===== src/hdl/u2u8_pkg.sv =====
// Package for the UTF-16 to UTF-8 transcoder: byte-burst types and the
// code point to UTF-8 encoding function. No dependencies.
package u2u8_pkg;

    localparam int MaxBytes = 6;

    // One encoded code point: up to four bytes, entry 0 goes out first.
    typedef struct packed {
        logic [3:0][7:0] b;
        logic [2:0]      len;
    } t_seq;

    // All bytes caused by one input item.
    typedef struct packed {
        logic [MaxBytes-1:0][7:0] bytes;
        logic [2:0]               count;
        logic                     last;
    } t_burst;

    localparam logic [20:0] CpReplace = 21'h00FFFD;
    localparam logic [20:0] CpSuppBase = 21'h010000;

    function automatic t_seq put_cp(input logic [20:0] cp);
        t_seq s;
        s.b = '0;
        if (cp < 21'h80) begin
            s.b[0] = {1'b0, cp[6:0]};
            s.len  = 3'd1;
        end else if (cp < 21'h800) begin
            s.b[0] = {3'b110, cp[10:6]};
            s.b[1] = {2'b10, cp[5:0]};
            s.len  = 3'd2;
        end else if (cp < 21'h10000) begin
            s.b[0] = {4'b1110, cp[15:12]};
            s.b[1] = {2'b10, cp[11:6]};
            s.b[2] = {2'b10, cp[5:0]};
            s.len  = 3'd3;
        end else begin
            s.b[0] = {5'b11110, cp[20:18]};
            s.b[1] = {2'b10, cp[17:12]};
            s.b[2] = {2'b10, cp[11:6]};
            s.b[3] = {2'b10, cp[5:0]};
            s.len  = 3'd4;
        end
        return s;
    endfunction

endpackage


===== src/hdl/utf16_to_utf8_transcoder_top.sv =====
// UTF-16 to UTF-8 transcoder, top level. Uses u2u8_pkg, u2u8_encoder and
// u2u8_serializer.
//
// Each input item is one UTF-16 code unit plus a last-of-stream flag; the
// block emits the matching UTF-8 bytes as output items, one byte per cycle
// while i_out_ready is high, with o_run_last on the final byte of each
// input item and o_stream_last on the final byte of the stream. A high
// surrogate is held and emits nothing until the next unit; paired with a
// low surrogate it becomes a 4-byte sequence, otherwise it turns into
// U+FFFD (EF BF BD) ahead of the new unit's own bytes. A high surrogate
// left at end of stream is flushed as U+FFFD, and a lone low surrogate is
// encoded as 3 bytes of its own value. An input item is encoded as it is
// taken and then sent out byte by byte; it has 0 to 6 bytes, and the
// single byte port sets the sustained rate. A pending-burst register lets
// the next item be taken while the current one is still draining, so items
// that encode to one byte flow at one per cycle while i_out_ready is high.
// No configuration, and the block is ready right after reset.
module utf16_to_utf8_transcoder_top (
    input  logic        i_clk,
    input  logic        i_rst_n,
    // input channel
    input  logic        i_in_valid,
    output logic        o_in_ready,
    input  logic [15:0] i_code_unit,
    input  logic        i_last_unit,
    // output channel
    output logic        o_out_valid,
    input  logic        i_out_ready,
    output logic [7:0]  o_out_byte,
    output logic        o_run_last,
    output logic        o_stream_last
);

    u2u8_pkg::t_burst burst;
    logic             fire;
    logic             room;

    // item accepted whenever the pending slot is free
    assign o_in_ready = room;
    assign fire       = i_in_valid && room;

    u2u8_encoder u_enc (
        .i_clk       (i_clk),
        .i_rst_n     (i_rst_n),
        .i_fire      (fire),
        .i_code_unit (i_code_unit),
        .i_last_unit (i_last_unit),
        .o_burst     (burst)
    );

    // zero-byte items (held high surrogate) only update the held state
    u2u8_serializer u_ser (
        .i_clk         (i_clk),
        .i_rst_n       (i_rst_n),
        .i_push        (fire && (burst.count != 3'd0)),
        .i_burst       (burst),
        .o_room        (room),
        .o_valid       (o_out_valid),
        .i_ready       (i_out_ready),
        .o_byte        (o_out_byte),
        .o_run_last    (o_run_last),
        .o_stream_last (o_stream_last)
    );

endmodule


===== src/hdl/u2u8_encoder.sv =====
// Surrogate tracking and per-item UTF-8 encoding into one byte burst.
// Depends on u2u8_pkg.
module u2u8_encoder (
    input  logic              i_clk,
    input  logic              i_rst_n,
    input  logic              i_fire,
    input  logic [15:0]       i_code_unit,
    input  logic              i_last_unit,
    output u2u8_pkg::t_burst  o_burst
);

    logic [9:0] r_held_high, n_held_high;
    logic       r_held_valid, n_held_valid;

    logic              is_high, is_low, pair, prefix;
    logic [20:0]       cp;
    u2u8_pkg::t_seq    seq, rep;

    assign is_high = (i_code_unit[15:10] == 6'b110110);
    assign is_low  = (i_code_unit[15:10] == 6'b110111);
    assign pair    = r_held_valid && is_low;
    // held high surrogate not completed by this unit
    assign prefix  = r_held_valid && !is_low;

    always_comb begin
        if (pair) begin
            cp = {1'b0, r_held_high, i_code_unit[9:0]} + u2u8_pkg::CpSuppBase;
        end else if (is_high) begin
            cp = u2u8_pkg::CpReplace;
        end else begin
            cp = {5'd0, i_code_unit};
        end
        seq = u2u8_pkg::put_cp(cp);
        rep = u2u8_pkg::put_cp(u2u8_pkg::CpReplace);
    end

    always_comb begin
        logic [2:0] nb;
        // a high surrogate that is not last emits nothing of its own
        nb = (is_high && !pair && !i_last_unit) ? 3'd0 : seq.len;
        o_burst.last = i_last_unit;
        if (prefix) begin
            o_burst.bytes = {seq.b[2:0], rep.b[2:0]};
            o_burst.count = nb + 3'd3;
        end else begin
            o_burst.bytes = {16'h0000, seq.b};
            o_burst.count = nb;
        end
    end

    always_comb begin
        n_held_high  = r_held_high;
        n_held_valid = r_held_valid;
        if (i_fire) begin
            if (is_high && !i_last_unit) begin
                n_held_high  = i_code_unit[9:0];
                n_held_valid = 1'b1;
            end else begin
                n_held_high  = '0;
                n_held_valid = 1'b0;
            end
        end
    end

    always_ff @(posedge i_clk) begin
        if (!i_rst_n) begin
            r_held_high  <= '0;
            r_held_valid <= 1'b0;
        end else begin
            r_held_high  <= n_held_high;
            r_held_valid <= n_held_valid;
        end
    end

endmodule


===== src/hdl/u2u8_serializer.sv =====
// Two-entry burst buffer (active + pending) that sends one byte per cycle
// while i_ready is high. Depends on u2u8_pkg.
module u2u8_serializer (
    input  logic              i_clk,
    input  logic              i_rst_n,
    input  logic              i_push,
    input  u2u8_pkg::t_burst  i_burst,
    output logic              o_room,
    output logic              o_valid,
    input  logic              i_ready,
    output logic [7:0]        o_byte,
    output logic              o_run_last,
    output logic              o_stream_last
);

    u2u8_pkg::t_burst r_act, n_act, r_pnd, n_pnd;
    logic             r_act_valid, n_act_valid, r_pnd_valid, n_pnd_valid;
    logic [2:0]       r_idx, n_idx;
    logic             at_end, act_free;

    assign at_end   = (r_idx == r_act.count - 3'd1);
    assign act_free = !r_act_valid || (i_ready && at_end);

    assign o_room        = !r_pnd_valid;
    assign o_valid       = r_act_valid;
    assign o_byte        = r_act.bytes[r_idx];
    assign o_run_last    = at_end;
    assign o_stream_last = at_end && r_act.last;

    always_comb begin
        n_act       = r_act;
        n_pnd       = r_pnd;
        n_act_valid = r_act_valid;
        n_pnd_valid = r_pnd_valid;
        n_idx       = r_idx;
        if (act_free) begin
            n_idx = '0;
            if (r_pnd_valid) begin
                n_act       = r_pnd;
                n_act_valid = 1'b1;
                n_pnd_valid = 1'b0;
            end else begin
                n_act       = i_burst;
                n_act_valid = i_push;
            end
        end else begin
            if (i_ready) begin
                n_idx = r_idx + 3'd1;
            end
            if (i_push) begin
                n_pnd       = i_burst;
                n_pnd_valid = 1'b1;
            end
        end
    end

    always_ff @(posedge i_clk) begin
        if (!i_rst_n) begin
            r_act_valid <= 1'b0;
            r_pnd_valid <= 1'b0;
            r_idx       <= '0;
        end else begin
            r_act_valid <= n_act_valid;
            r_pnd_valid <= n_pnd_valid;
            r_idx       <= n_idx;
        end
    end

    always_ff @(posedge i_clk) begin
        r_act <= n_act;
        r_pnd <= n_pnd;
    end

endmodule

===== config.mk =====
export PLATFORM = sky130hd
export DESIGN_NAME = utf16_to_utf8_transcoder_top
export DESIGN_NICKNAME = d
export VERILOG_FILES = /design/src/hdl/u2u8_pkg.sv /design/src/hdl/utf16_to_utf8_transcoder_top.sv /design/src/hdl/u2u8_encoder.sv /design/src/hdl/u2u8_serializer.sv
export SDC_FILE = /design/constraint.sdc
export NUM_CORES = 1
export LEC_CHECK = 0
export BUFFER_PORTS_ARGS = -buffer_cell sky130_fd_sc_hd__buf_2
export CAP_MARGIN = 20
export CORE_MARGIN = 4
export CORE_UTILIZATION = 47
export DETAILED_ROUTE_END_ITERATION = 6
export SLEW_MARGIN = 10
export SYNTH_ARGS = -nofsm -noshare
export SYNTH_HDL_FRONTEND = slang
export SYNTH_SLANG_ARGS = --single-unit

===== constraint.sdc =====
create_clock -name i_clk -period 11.2 [get_ports i_clk]
set_clock_uncertainty 0.2 [all_clocks]
set_input_delay 2.24 -clock i_clk [delete_from_list [all_inputs] [get_ports i_clk]]
set_output_delay 2.24 -clock i_clk [all_outputs]
set_load 0.02 [all_outputs]

**Yosys cells after proc, flatten, opt, wreduce, memory -nomap -nowiden**

Index checks and enable logic that the tools add are counted.

- Bits in registers: 120
- Input bits: 21
- Output and inout bits: 12
- Logic and storage cells: 68

- Add/sub/neg operators: 4
- $lt $le $gt $ge: 4
- Equal/unequal tests: 3
- Mux-type cells: 16
- Bitwise logic cells: 2
- Reductions and logical operators: 18

Operators by type and width:

| operator | count |
|---|---|
| two-way mux 52 bit | 1 |
| two-way mux 51 bit | 1 |
| two-way mux 16 bit | 2 |
| two-way mux 25 bit | 1 |
| binary-select mux 8 bit (select 3 bit) | 1 |
| two-way mux 24 bit | 1 |
| adder 20 x 17 -> 21 bit (second input constant) | 1 |
| less-than comparator 21 x 12 -> 1 bit (second input constant) | 1 |
| less-than comparator 21 x 17 -> 1 bit (second input constant) | 1 |
| less-than comparator 21 x 8 -> 1 bit (second input constant) | 1 |
| two-way mux 21 bit | 1 |
| two-way mux 19 bit | 1 |
| two-way mux 8 bit | 2 |
| == test 6 bit (second input constant) | 2 |
| two-way mux 11 bit | 1 |
| two-way mux 10 bit | 1 |
| logical AND 1 bit | 9 |
| zero test 1 bit | 5 |
| less-than comparator 3 x 4 -> 1 bit (second input constant) | 1 |
| adder 3 x 1 -> 3 bit (second input constant) | 1 |
| adder 3 x 2 -> 3 bit (second input constant) | 1 |
| == test 3 bit | 1 |
| two-way mux 3 bit | 1 |
| nonzero test 3 bit | 1 |
| other kinds (6) | 8 |

**Depth between registers and ports, before layout**

Gate-level depths: netlist of run 1.

- Word-level depth: 13
- Depth in mapped cells: 14
- Depth with buffers taken out: 12

**Modules after synthesis**

A second synthesis of run 1 with hierarchy kept.

- Cell total of the unflattened synthesis: 481
- Area total of the unflattened synthesis: 6,182.2 sq um

By module, submodules not included:

| module | times used | cells an instance | area each (sq um) | seq. area each (sq um) |
|---|---|---|---|---|
| u2u8_serializer | 1 | 239 | 4,473.0 | 3,223.1 |
| u2u8_encoder | 1 | 240 | 1,692.9 | 220.2 |
| utf16_to_utf8_transcoder_top | 1 | 2 | 16.3 | 0.0 |

**Worst setup path before layout of run 1**

No wires, ideal clock.

- Path type: in2reg
- Start: in i_code_unit[13]
- End: reg u_ser.r_pnd[0] in the netlist's numbering (enable)
- Library setup time: 0.522 ns
- Data arrival time: 7.806 ns
- Data required time: 10.478 ns
- Slack: 2.672 ns
- Stages: 13
- Buffers on the path: 3
- Cells stage by stage: buf_2 > nor3_1 > o22ai_1 > a21o_1 > buf_6 > clkbuf_1 > o21ai_0 > ha_1 > a21boi_0 > a311o_1 > o21ai_0 > nor2_1 > a211oi_1

- Longest elaborated chain between the ends: 13
- Elaborated cells between the ends (all ways): 22
- Those cells by class: 1 x add/sub; 3 x order compare; 2 x eq/ne; 7 x mux; 9 x reduce/logical

RTL lines:

| item | line | source |
|---|---|---|
| from (decl) | utf16_to_utf8_transcoder_top.sv:24 | `input logic [15:0] i_code_unit,` |
| == test 6 bit, on equally long branches | u2u8_encoder.sv:19, u2u8_encoder.sv:20 |  |
| two-way mux 16 bit or logical AND 1 bit (tied branches) | u2u8_encoder.sv:28, u2u8_encoder.sv:21 |  |
| two-way mux 21 bit | u2u8_encoder.sv:26 | `if (pair) begin` |
| less-than comparator 21 x 17 -> 1 bit | u2u8_pkg.sv:33 | `end else if (cp < 21'h10000) begin` |
| two-way mux 25 bit | u2u8_pkg.sv:33 |  |
| two-way mux 19 bit | u2u8_pkg.sv:29 | `end else if (cp < 21'h800) begin` |
| two-way mux 11 bit | u2u8_pkg.sv:26 | `if (cp < 21'h80) begin` |
| two-way mux 3 bit | u2u8_encoder.sv:40 | `nb = (is_high && !pair && !i_last_unit) ? 3'd0 : seq.len;` |
| adder 3 x 2 -> 3 bit | u2u8_encoder.sv:44 | `o_burst.count = nb + 3'd3;` |
| two-way mux 51 bit (*) | u2u8_encoder.sv:42 | `if (prefix) begin` |
| nonzero test 3 bit (*) | utf16_to_utf8_transcoder_top.sv:55 | `.i_push (fire && (burst.count != 3'd0)),` |
| logical AND 1 bit (*) | utf16_to_utf8_transcoder_top.sv:55 |  |
| AND reduction 2 bit (no line) (*) | n/a |  |
| to (signal assigned) | u2u8_serializer.sv:71 | `r_pnd <= n_pnd;` |
| to (decl) | u2u8_serializer.sv:16 | `u2u8_pkg::t_burst r_act, n_act, r_pnd, n_pnd;` |

Mark *: on every way between the ends. The rest lies on a longest branch, timed or not.
A chain may end at the register's enable or synchronous reset.

**Final worst setup path of run 1**

- Start: in i_code_unit[10]
- End: reg u_ser.r_pnd[32] in the netlist's numbering (enable)

Same word-level chain as after synthesis.

==> flow_summary_export.csv, run 1 <==
group,metric,value,unit
floorplan,placeableCoreArea,0.0117,mm²
sta,post-route-min-period,5.91,ns
pwr,power.share.clock,35.3,%
synth,synthXorXnorAreaFrac,1.36,%
global_route,groute.usage.overall,21.1,%
place,port_buffers,32,
sta,grt_setup_unrepaired,"false",
cts,cts_post_setup_buffers_inserted,0,
synth,post_synth_top_area_cell,"sky130_fd_sc_hd__edfxtp_1",
pwr,sw_pwr,0.210,mW
synth,syn_area_per_cell,11.3,µm²
final_layout,register_area,0.00314,mm²
global_route,global_route.overflow_total,0,
min_path,hold_path_class,"register to register",
place,post_dp_hpwl,10200,µm
pwr,pwr-share-seq,55.0,%
setup_path,worst_ep_arrival_time,5.70,ns
global_route,grt_pass1_wl,23000,µm
job,maxCapViolCount,0,
synth,synthesis.yosys.warnings,0,
synth,synth_fa_ha_area_share,0.878,%
final_layout,n_fill_cell,1053,
sta,totalNegativeSetupSlack,0,ns
pwr,power.density_cell_area,138,mW/mm²
status,status,"finished, final reports clean",
final_layout,layout.cells.non_filler,668,
final_layout,drive_above_1_share,18.5,%
synth,netlist_area,0.00570,mm²
place,place.detailed.instances,650,
pwr,p_leak,2.23,nW
global_route,largest_net_degree_at_the_start_of_global_routing,50,
sta,setup_violations,0,
floorplan,initial_core_util,48.9,%
cts,cts_buffers,9,
route,avgRoutedWirePerCell,21.6,µm
synth,synthFlopType,"sky130_fd_sc_hd__edfxtp_1",
route,initialDrtViolationCount,360,
synth,synth-compound-area-share,18.1,%
sta,final_hold_slack,0.325,ns
synth,synth_top_area_share,49.5,%
sta,period_share,52.8,%
place,gp_congestion,0.953,
cts,clock-root-buffer,"sky130_fd_sc_hd__clkbuf_16",
route,detail_route.drc_violations,0,
sta,timing_hold_violations_final,0,
synth,synth_top_family_by_area,"compound AO/OA/AOI/OAI gates",
sta,finalMaxSlewViolations,0,
setup_path,start_kind,"input port",
sta,slew-limit-headroom,41.6,%
pwr,ir_drop,0.0704,mV
pwr,p_total,0.863,mW
cts,holdBufCountCts,0,
setup_path,critical_path_required,10.99,ns
global_route,global_route.peak_usage_layer,"met2",
setup_path,worstPathMaxFanout,43,
global_route,grt.met1_usage,30.7,%
cts,tritoncts,"done",
route,detailroute.via_count,4133,
synth,synth-edff-count,94,
synth,ys_top_cells_by_area,"sky130_fd_sc_hd__edfxtp_1 (50%), sky130_fd_sc_hd__dfxtp_1 (5.6%), sky130_fd_sc_hd__mux2_2 (3.8%)",
cts,clk_path_buf_depth,2,
floorplan,dieArea,0.0140,mm²
cts,insertion_delay,0.35,ns
floorplan,io_pins,33,
synth,yosys.area_share.simple,12.8,%
cts,clock_sink_count,110,
synth,mappedNetlistNets,528,
final_layout,commonest_cells_after_routing_fill_and_taps_aside,"sky130_fd_sc_hd__edfxtp_1 (94), sky130_fd_sc_hd__nand2_1 (43), sky130_fd_sc_hd__nor2_1 (41)",
pwr,p_sw_share,24.3,%
final_layout,layout-area-overhead-vs-synth,9.90,%
sta,fmax,169,MHz
synth,synth_cell_types,66,
sta,worst_pin_slew,0.872,ns
final_layout,multi_input_comb_area,0.00234,mm²
cts,path_clk_slew,0.07,ns
floorplan,core.rowCount,39,
synth,synthCells,503,
setup_path,endpoint_kind,"register",
cts,ctsHtreeMaxLevel,3,
final_layout,antenna_cells_inserted,0,
pwr,share_comb_of_total_power,9.8,%
cts,cts-resized-gates,0,
route,post_drt_via_cell_ratio,6.19,
route,drt.antenna.violating_nets,0,
final_layout,final_core_utilization,53.7,%
final_layout,design.final.nets,545,
global_route,first_global_vias,3939,
synth,synth.ff_latch_count,110,
floorplan,floorplan.die.height,118,µm
global_route,grtUsageMet3,3.63,%
global_route,grt_antenna_before_repair,0,
synth,synth_async_sr_flop_share,0,%
setup_path,worstSetupPathType,"input port to register",
synth,seq_area_frac_synth,55.1,%
route,drt-pass1-iter-count,5,
floorplan,die_width,118,µm
final_layout,layout_commonest_cell,"sky130_fd_sc_hd__edfxtp_1",
route,finalWirelength,14400,µm
synth,multiplexer_area_fraction_after_synthesis,7.70,%
global_route,met2_usage,31.8,%
pwr,intPower,0.653,mW
## final cells by class
class | count | share of cell area, %
tap | 143 | 2.86
clock inverter | 7 | 0.919
clock buffer | 9 | 3.59
inverter | 20 | 1.20
sequential | 110 | 50.2
multi-input combinational | 337 | 37.3
timing repair buffer | 42 | 3.91
## power by group through the flow
stage	Sequential (mW)	Clock (mW)	Combinational, mW
6_report	0.474	0.304	0.0842
5_1_grt	0.476	0.327	0.0921
4_1_cts	0.475	0.310	0.0829
3_5_place_dp	0.484	0	0.0826
3_3_place_gp	0.483	0	0.0818
2_1_floorplan	0.483	0	0.0554
## Yosys cell counts, drive strengths merged, types with 4 or more instances
library cell,instances
clkbuf,29
nor3,12
a32oi,4
o22ai,10
nand3,12
a31oi,5
a21oi,21
inv,20
nand2,45
xnor2,6
a21o,5
or3,4
nor2b,12
dfxtp,16
a22oi,12
o31ai,16
o21ai,28
a2bb2oi,8
mux2i,9
nor2,43
mux2,19
mux4,6
ha,4
buf,7
edfxtp,94
## state kept, by name, indices dropped and copies added (netlist names)
signal	cells
u_ser.r_act	47
u_ser.r_pnd_valid	1
u_enc.r_held_valid	1
u_enc.r_held_high	10
u_ser.r_pnd	47
u_ser.r_idx	3
u_ser.o_valid	1
## layer usage
metal  wire length [µm]  part of all wire (%)  vias to the layer above
met3                673                   4.7                       22
met4                293                   2.0                        0
li1                   -                     -                     1948
met2               6620                    46                      129
met1               6820                    47                     2034
met5                  0                     0                        -
## kinds of logic (layout without fill, tap and decap cells)
| logic type | after synthesis | count (layout) |
|---|---|---|
| flip-flops | 110 | 110 |
| AND/OR/NAND/NOR | 148 | 148 |
| buffers and inverters | 56 | 78 |
| multiplexers | 34 | 34 |
| XOR/XNOR | 8 | 8 |
| adder cells (fa/ha/maj) | 4 | 4 |
| AO/OA/AOI/OAI | 143 | 143 |
## path summary, 6_finish.rpt
kind | slack (ns) | from | end | cells after the start
max | 5.29 | i_code_unit[10] | u_ser.r_pnd[32]$_DFFE_PP_ | 12
min | 0.33 | u_ser.r_pnd[39]$_DFFE_PP_ | u_ser.r_act[39]$_DFFE_PP_ | 2
max reg2reg | 6.75 | u_enc.r_held_high[6]$_SDFFE_PN0P_ | u_ser.r_pnd[32]$_DFFE_PP_ | 12
min reg2reg | 0.33 | u_ser.r_pnd[39]$_DFFE_PP_ | u_ser.r_act[39]$_DFFE_PP_ | 2
## critical path, stage by stage
cell                       delay (ns)
sky130_fd_sc_hd__buf_2           0.21
sky130_fd_sc_hd__nand2_1         0.14
sky130_fd_sc_hd__or3_1           0.34
sky130_fd_sc_hd__a21o_1          0.62
sky130_fd_sc_hd__o21ai_0         0.21
sky130_fd_sc_hd__ha_1            0.25
sky130_fd_sc_hd__a21boi_0        0.13
sky130_fd_sc_hd__a311o_1         0.38
sky130_fd_sc_hd__o21ai_0         0.09
sky130_fd_sc_hd__nor2_1          0.11
sky130_fd_sc_hd__a211oi_4        0.38
sky130_fd_sc_hd__buf_4           0.55
## per-stage QoR
step                      instance area, µm²  worst slack [ns]
final                                   6260              5.29
after global routing                    6260              5.03
after CTS                               6240              5.32
after detailed placement                5960              4.96
after global placement                  5960              5.03
after floorplan                         5700              2.67
Power figures use the tool's default switching activity.
==> run 2, diff against run 1 <==
Clock period 11.2 ns to 5.55 ns, I/O delays scaled along.
==> run 2 against run 1 <==
Critical endpoint is now u_ser.r_pnd[7]$_DFFE_PP_; routed wire length hardly changed; via count up 0.90%; highest routed layer unchanged; worst setup slack got worse by 4.0 ns; clock-buffer cell count did not move.
==> flow_summary_export.csv, run 2 (synthesized netlist as in run 1, its figures left out) <==
group,metric,value,unit
global_route,largest_net_degree_at_the_start_of_global_routing,50,
cts,holdBufCountCts,0,
route,drt.antenna.violating_nets,0,
floorplan,floorplan.die.height,118,µm
place,port_buffers,32,
sta,timing_hold_violations_final,0,
floorplan,dieArea,0.0140,mm²
cts,ctsHtreeMaxLevel,3,
job,maxCapViolCount,0,
final_layout,layout-area-overhead-vs-synth,11.2,%
status,status,"finished, final reports clean",
final_layout,top_regs,"u_ser.r_act (47), u_ser.r_pnd (47), u_enc.r_held_high (10)",
final_layout,drive_above_1_share,18.8,%
global_route,grt_antenna_before_repair,0,
setup_path,worstReg2RegStart,"u_enc.r_held_high[6]$_SDFFE_PN0P_",
route,post_drt_via_cell_ratio,6.21,
min_path,min_path_cells,2,
setup_path,worstSetupPathType,"input port to register",
cts,clock_sink_count,110,
cts,insertion_delay,0.35,ns
cts,cts_post_setup_buffers_inserted,0,
floorplan,core.rowCount,39,
min_path,worst_hold_startpoint,"u_ser.r_pnd[40]$_DFFE_PP_",
sta,period_share,75.9,%
route,detailroute.via_count,4170,
pwr,p_leak,2.26,nW
sta,grt_setup_unrepaired,"false",
final_layout,n_fill_cell,1061,
route,initialDrtViolationCount,432,
place,post_dp_hpwl,10000,µm
final_layout,design.final.nets,548,
setup_path,regToRegEndpoint,"u_ser.r_pnd[7]$_DFFE_PP_",
pwr,ir_drop,0.151,mV
floorplan,initial_core_util,48.9,%
cts,clock-root-buffer,"sky130_fd_sc_hd__clkbuf_16",
cts,cts-resized-gates,0,
route,drt-pass1-iter-count,5,
cts,clk_path_buf_depth,2,
final_layout,multi_input_comb_area,0.00234,mm²
sta,fmax,237,MHz
final_layout,layout_commonest_cell,"sky130_fd_sc_hd__edfxtp_1",
setup_path,critical_path_required,5.38,ns
setup_path,worst_ep_arrival_time,4.04,ns
setup_path,timing.reg2reg.worst_path_depth,12,
sta,worst_pin_slew,0.898,ns
global_route,first_global_vias,3967,
sta,totalNegativeSetupSlack,0,ns
pwr,power.density_cell_area,288,mW/mm²
floorplan,io_pins,33,
setup_path,timing.critical_path.slowest_stage_cell,"sky130_fd_sc_hd__a221o_1",
sta,finalMaxSlewViolations,0,
route,detail_route.drc_violations,0,
sta,setup_violations,0,
route,avgRoutedWirePerCell,21.5,µm
route,finalWirelength,14400,µm
min_path,min_delay_worst_endpoint,"u_ser.r_act[40]$_DFFE_PP_",
setup_path,sequence_of_cells_on_the_critical_path,"buf_2 -> nand4_4 -> o41ai_4 -> nand3_2 -> a221o_1 -> ha_1 -> a21boi_0 -> a311o_1 -> o21ai_0 -> nor2_1 -> a211oi_4 -> buf_12",
floorplan,die_width,118,µm
global_route,global_route.overflow_total,0,
setup_path,ff2ff_setup_slack,1.49,ns
global_route,groute.usage.overall,20.9,%
setup_path,endpoint_kind,"register",
cts,tritoncts,"done",
setup_path,start_kind,"input port",
sta,slew-limit-headroom,39.9,%
place,gp_congestion,0.938,
cts,cts_buffers,9,
sta,final_hold_slack,0.329,ns
sta,post-route-min-period,4.21,ns
sta,postLayoutSetupSlackWorst,1.34,ns
setup_path,worstPathMaxFanout,47,
final_layout,commonest_cells_after_routing_fill_and_taps_aside,"sky130_fd_sc_hd__edfxtp_1 (94), sky130_fd_sc_hd__nand2_1 (43), sky130_fd_sc_hd__nor2_1 (41)",
final_layout,antenna_cells_inserted,0,
floorplan,placeableCoreArea,0.0117,mm²
cts,path_clk_slew,0.07,ns
global_route,grt_pass1_wl,22900,µm
place,place_ws,1.02,ns
final_layout,register_area,0.00314,mm²
setup_path,crit_path_max_incr_delay,0.47,ns
min_path,hold_path_class,"register to register",
==> run 2: cell count changes in the layout (fill, tap and decap cells not counted), sizes merged <==
cell	change
buf	+3
clkinv	-1
bufinv	+2
clkinvlp	-1
==> run 2: how the worst max path moves through the flow <==
stage                         start                        end  depth (start not counted)
floorplan           i_code_unit[13]   u_ser.r_pnd[0]$_DFFE_PP_                         13
global placement    i_code_unit[12]  u_ser.r_pnd[48]$_DFFE_PP_                         12
detailed placement  i_code_unit[12]  u_ser.r_pnd[48]$_DFFE_PP_                         12
CTS                 i_code_unit[12]  u_ser.r_pnd[48]$_DFFE_PP_                         12
global route        i_code_unit[12]   u_ser.r_pnd[7]$_DFFE_PP_                         12
finish              i_code_unit[12]   u_ser.r_pnd[7]$_DFFE_PP_                         12
==> run 2: layer usage <==
layer / share of wire [%] / GRT usage, % / wire length, µm
met5: 0 / 0 / 0
met4: 1.7 / 5.86 / 239
met3: 5.9 / 3.39 / 854
met2: 47 / 32.4 / 6710
met1: 46 / 30.5 / 6600
==> run 2: area by class of cell <==
class | instances | share of cell area [%]
clock buffer | 9 | 3.55
timing repair buffer | 45 | 4.46
multi-input combinational | 337 | 36.9
clock inverter | 7 | 1.50
tap | 143 | 2.82
inverter | 20 | 1.18
sequential | 110 | 49.6
==> run 2: per-stage QoR <==
| stage | power, mW | instance area, µm² | std cells | utilization, % |
|---|---|---|---|---|
| after global placement | 1.14 | 6000 | 654 | 51.4 |
| final | 1.83 | 6340 | 671 | 54.4 |
| after floorplan | 1.09 | 5710 | 503 | - |
| after CTS | 1.83 | 6320 | 670 | 54.2 |
| after detailed placement | 1.15 | 6000 | 654 | 51.4 |
| after global routing | 1.89 | 6340 | 671 | 54.4 |
==> run 2: worst max-delay path, delay by kind of cell <==
family | cells | cell delay [ns]
buf+inv | 2 | 0.48
compound gates | 6 | 1.66
fa+ha+maj | 1 | 0.20
simple gates | 3 | 0.56
==> run 2: power breakdown <==
part	internal, mW	switching, mW
clock network	0.398	0.302
registers	0.945	0.0108
logic	0.0627	0.110
==> run 3, diff against run 2 <==
Clock period 5.55 ns to 4.4 ns, I/O delays scaled along.
==> run 3 against run 2 <==
Worst setup slack got worse by 0.72 ns; clock-buffer cell count unchanged; combinational power increased by 24%; clock power increased by 23%; worst hold slack got worse by 0.0052 ns; routed wire length increased by 0.69%; power increased by 25%; via count increased by 0.17%; die area unchanged; sequential share of layout area decreased by 0.33 points; final area increased by 0.67%; sequential cell count unchanged; critical path type unchanged.
==> flow_summary_export.csv, run 3 (synthesized netlist as in run 1, its figures left out) <==
group,metric,value,unit
status,status,"finished, final reports clean",
final_layout,drive_above_1_share,20.2,%
setup_path,sequence_of_cells_on_the_critical_path,"buf_2 -> nand4_4 -> o41ai_4 -> nand3_2 -> a221o_1 -> ha_2 -> a21boi_0 -> a311o_1 -> o21ai_1 -> nor2_2 -> a211oi_4 -> buf_12",
setup_path,timing.critical_path.slowest_stage_cell,"sky130_fd_sc_hd__a221o_1",
place,gp_congestion,0.906,
cts,path_clk_slew,0.07,ns
global_route,grt_antenna_before_repair,0,
min_path,min_path_cells,2,
floorplan,floorplan.die.height,118,µm
cts,holdBufCountCts,0,
route,drt-pass1-iter-count,5,
cts,cts_post_setup_buffers_inserted,0,
final_layout,layout-area-overhead-vs-synth,12.0,%
pwr,p_sw_share,22.6,%
pwr,p_total,2.28,mW
floorplan,initial_core_util,48.9,%
pwr,power.density_cell_area,358,mW/mm²
route,avgRoutedWirePerCell,21.4,µm
sta,post-route-min-period,3.78,ns
pwr,pwr-share-seq,53.0,%
pwr,intPower,1.77,mW
place,port_buffers,32,
setup_path,critical_path_required,4.23,ns
sta,totalNegativeSetupSlack,0,ns
route,finalWirelength,14500,µm
sta,postLayoutSetupSlackWorst,0.617,ns
sta,finalMaxSlewViolations,0,
cts,clk_path_buf_depth,2,
setup_path,crit_path_max_incr_delay,0.40,ns
sta,worst_pin_slew,0.948,ns
global_route,first_global_vias,4116,
final_layout,layout.cells.non_filler,677,
cts,insertion_delay,0.35,ns
setup_path,worstPathMaxFanout,43,
floorplan,placeableCoreArea,0.0117,mm²
pwr,power.share.clock,37.6,%
final_layout,final_core_utilization,54.7,%
setup_path,endpoint_kind,"register",
global_route,largest_net_degree_at_the_start_of_global_routing,44,
global_route,groute.usage.overall,21.1,%
place,post_dp_hpwl,10300,µm
sta,final_hold_slack,0.324,ns
sta,timing_hold_violations_final,0,
job,maxCapViolCount,0,
final_layout,stdcell_area,0.00638,mm²
place,place_ws,0.312,ns
floorplan,core.rowCount,39,
route,detailroute.via_count,4177,
route,initialDrtViolationCount,403,
global_route,grt_pass1_wl,23200,µm
final_layout,antenna_cells_inserted,0,
setup_path,worst_path_dominant_cell_family,"compound AO/OA/AOI/OAI gates",
cts,cts-resized-gates,0,
cts,ctsHtreeMaxLevel,3,
final_layout,layout_commonest_cell,"sky130_fd_sc_hd__edfxtp_1",
setup_path,worstSetupPathType,"input port to register",
pwr,ir_drop,0.182,mV
pwr,sw_pwr,0.516,mW
cts,clock-root-buffer,"sky130_fd_sc_hd__clkbuf_16",
sta,fmax,264,MHz
setup_path,timing.reg2reg.worst_path_depth,12,
setup_path,start_kind,"input port",
route,detail_route.drc_violations,0,
pwr,share_comb_of_total_power,9.4,%
global_route,global_route.overflow_total,0,
cts,tritoncts,"done",
final_layout,design.final.nets,555,
sta,setup_violations,0,
final_layout,n_fill_cell,1046,
cts,clock_sink_count,110,
floorplan,dieArea,0.0140,mm²
cts,cts_buffers,9,
place,place.detailed.instances,662,
pwr,p_leak,2.29,nW
place,dpl-instance-area,0.00607,mm²
floorplan,io_pins,33,
setup_path,critical_path.n_buffers_inverters,2,
setup_path,cp.depth,12,
sta,period_share,86.0,%
final_layout,commonest_cells_after_routing_fill_and_taps_aside,"sky130_fd_sc_hd__edfxtp_1 (94), sky130_fd_sc_hd__nand2_1 (43), sky130_fd_sc_hd__nor2_1 (40)",
setup_path,worst_ep_arrival_time,3.62,ns
min_path,hold_path_class,"register to register",
sta,grt_setup_unrepaired,"false",
route,drt.antenna.violating_nets,0,
sta,slew-limit-headroom,36.7,%
route,post_drt_via_cell_ratio,6.17,
final_layout,top_regs,"u_ser.r_act (47), u_ser.r_pnd (47), u_enc.r_held_high (10)",
floorplan,die_width,118,µm
-- run 3: per-layer routing --
layer  vias to the layer above  GRT usage (%)  share of wire, %  wire length [µm]
li1                       1968              -                 -                 -
met1                      2029           30.2                46              6660
met2                       156           31.9                46              6680
met3                        24           4.58               5.8               845
met4                         0           7.69               2.2               321
met5                         -              0                 0                 0
-- run 3: final timing paths --
path	from	to	slack [ns]
setup / recovery	i_code_unit[12]	u_ser.r_pnd[23]$_DFFE_PP_	0.62
hold / removal	u_ser.r_pnd[39]$_DFFE_PP_	u_ser.r_act[39]$_DFFE_PP_	0.32
setup reg to reg	u_enc.r_held_high[6]$_SDFFE_PN0P_	u_ser.r_pnd[23]$_DFFE_PP_	0.70
hold reg to reg	u_ser.r_pnd[39]$_DFFE_PP_	u_ser.r_act[39]$_DFFE_PP_	0.32
-- run 3: layout make-up --
type	instances	area, µm²	area share [%]
clock buffer	9	225	3.53
inverter	20	75.1	1.18
timing repair buffer	52	323	5.06
clock inverter	6	86.3	1.35
sequential	110	3140	49.2
multi-input combinational	337	2350	36.8
tap	143	179	2.80
-- run 3: tightest hold or removal path, stage by stage (launching register included) --
cell and delay (ns):
sky130_fd_sc_hd__edfxtp_1 0.32, sky130_fd_sc_hd__nand2_1 0.05, sky130_fd_sc_hd__o31ai_1 0.05
-- run 3: power by group through the flow --
stage / Combinational [mW] / Sequential, mW / Clock (mW)
global route: 0.234 / 1.22 / 0.916
detailed placement: 0.214 / 1.23 / 0
global placement: 0.211 / 1.23 / 0
finish: 0.214 / 1.21 / 0.859
CTS: 0.215 / 1.21 / 0.873
floorplan: 0.143 / 1.23 / 0
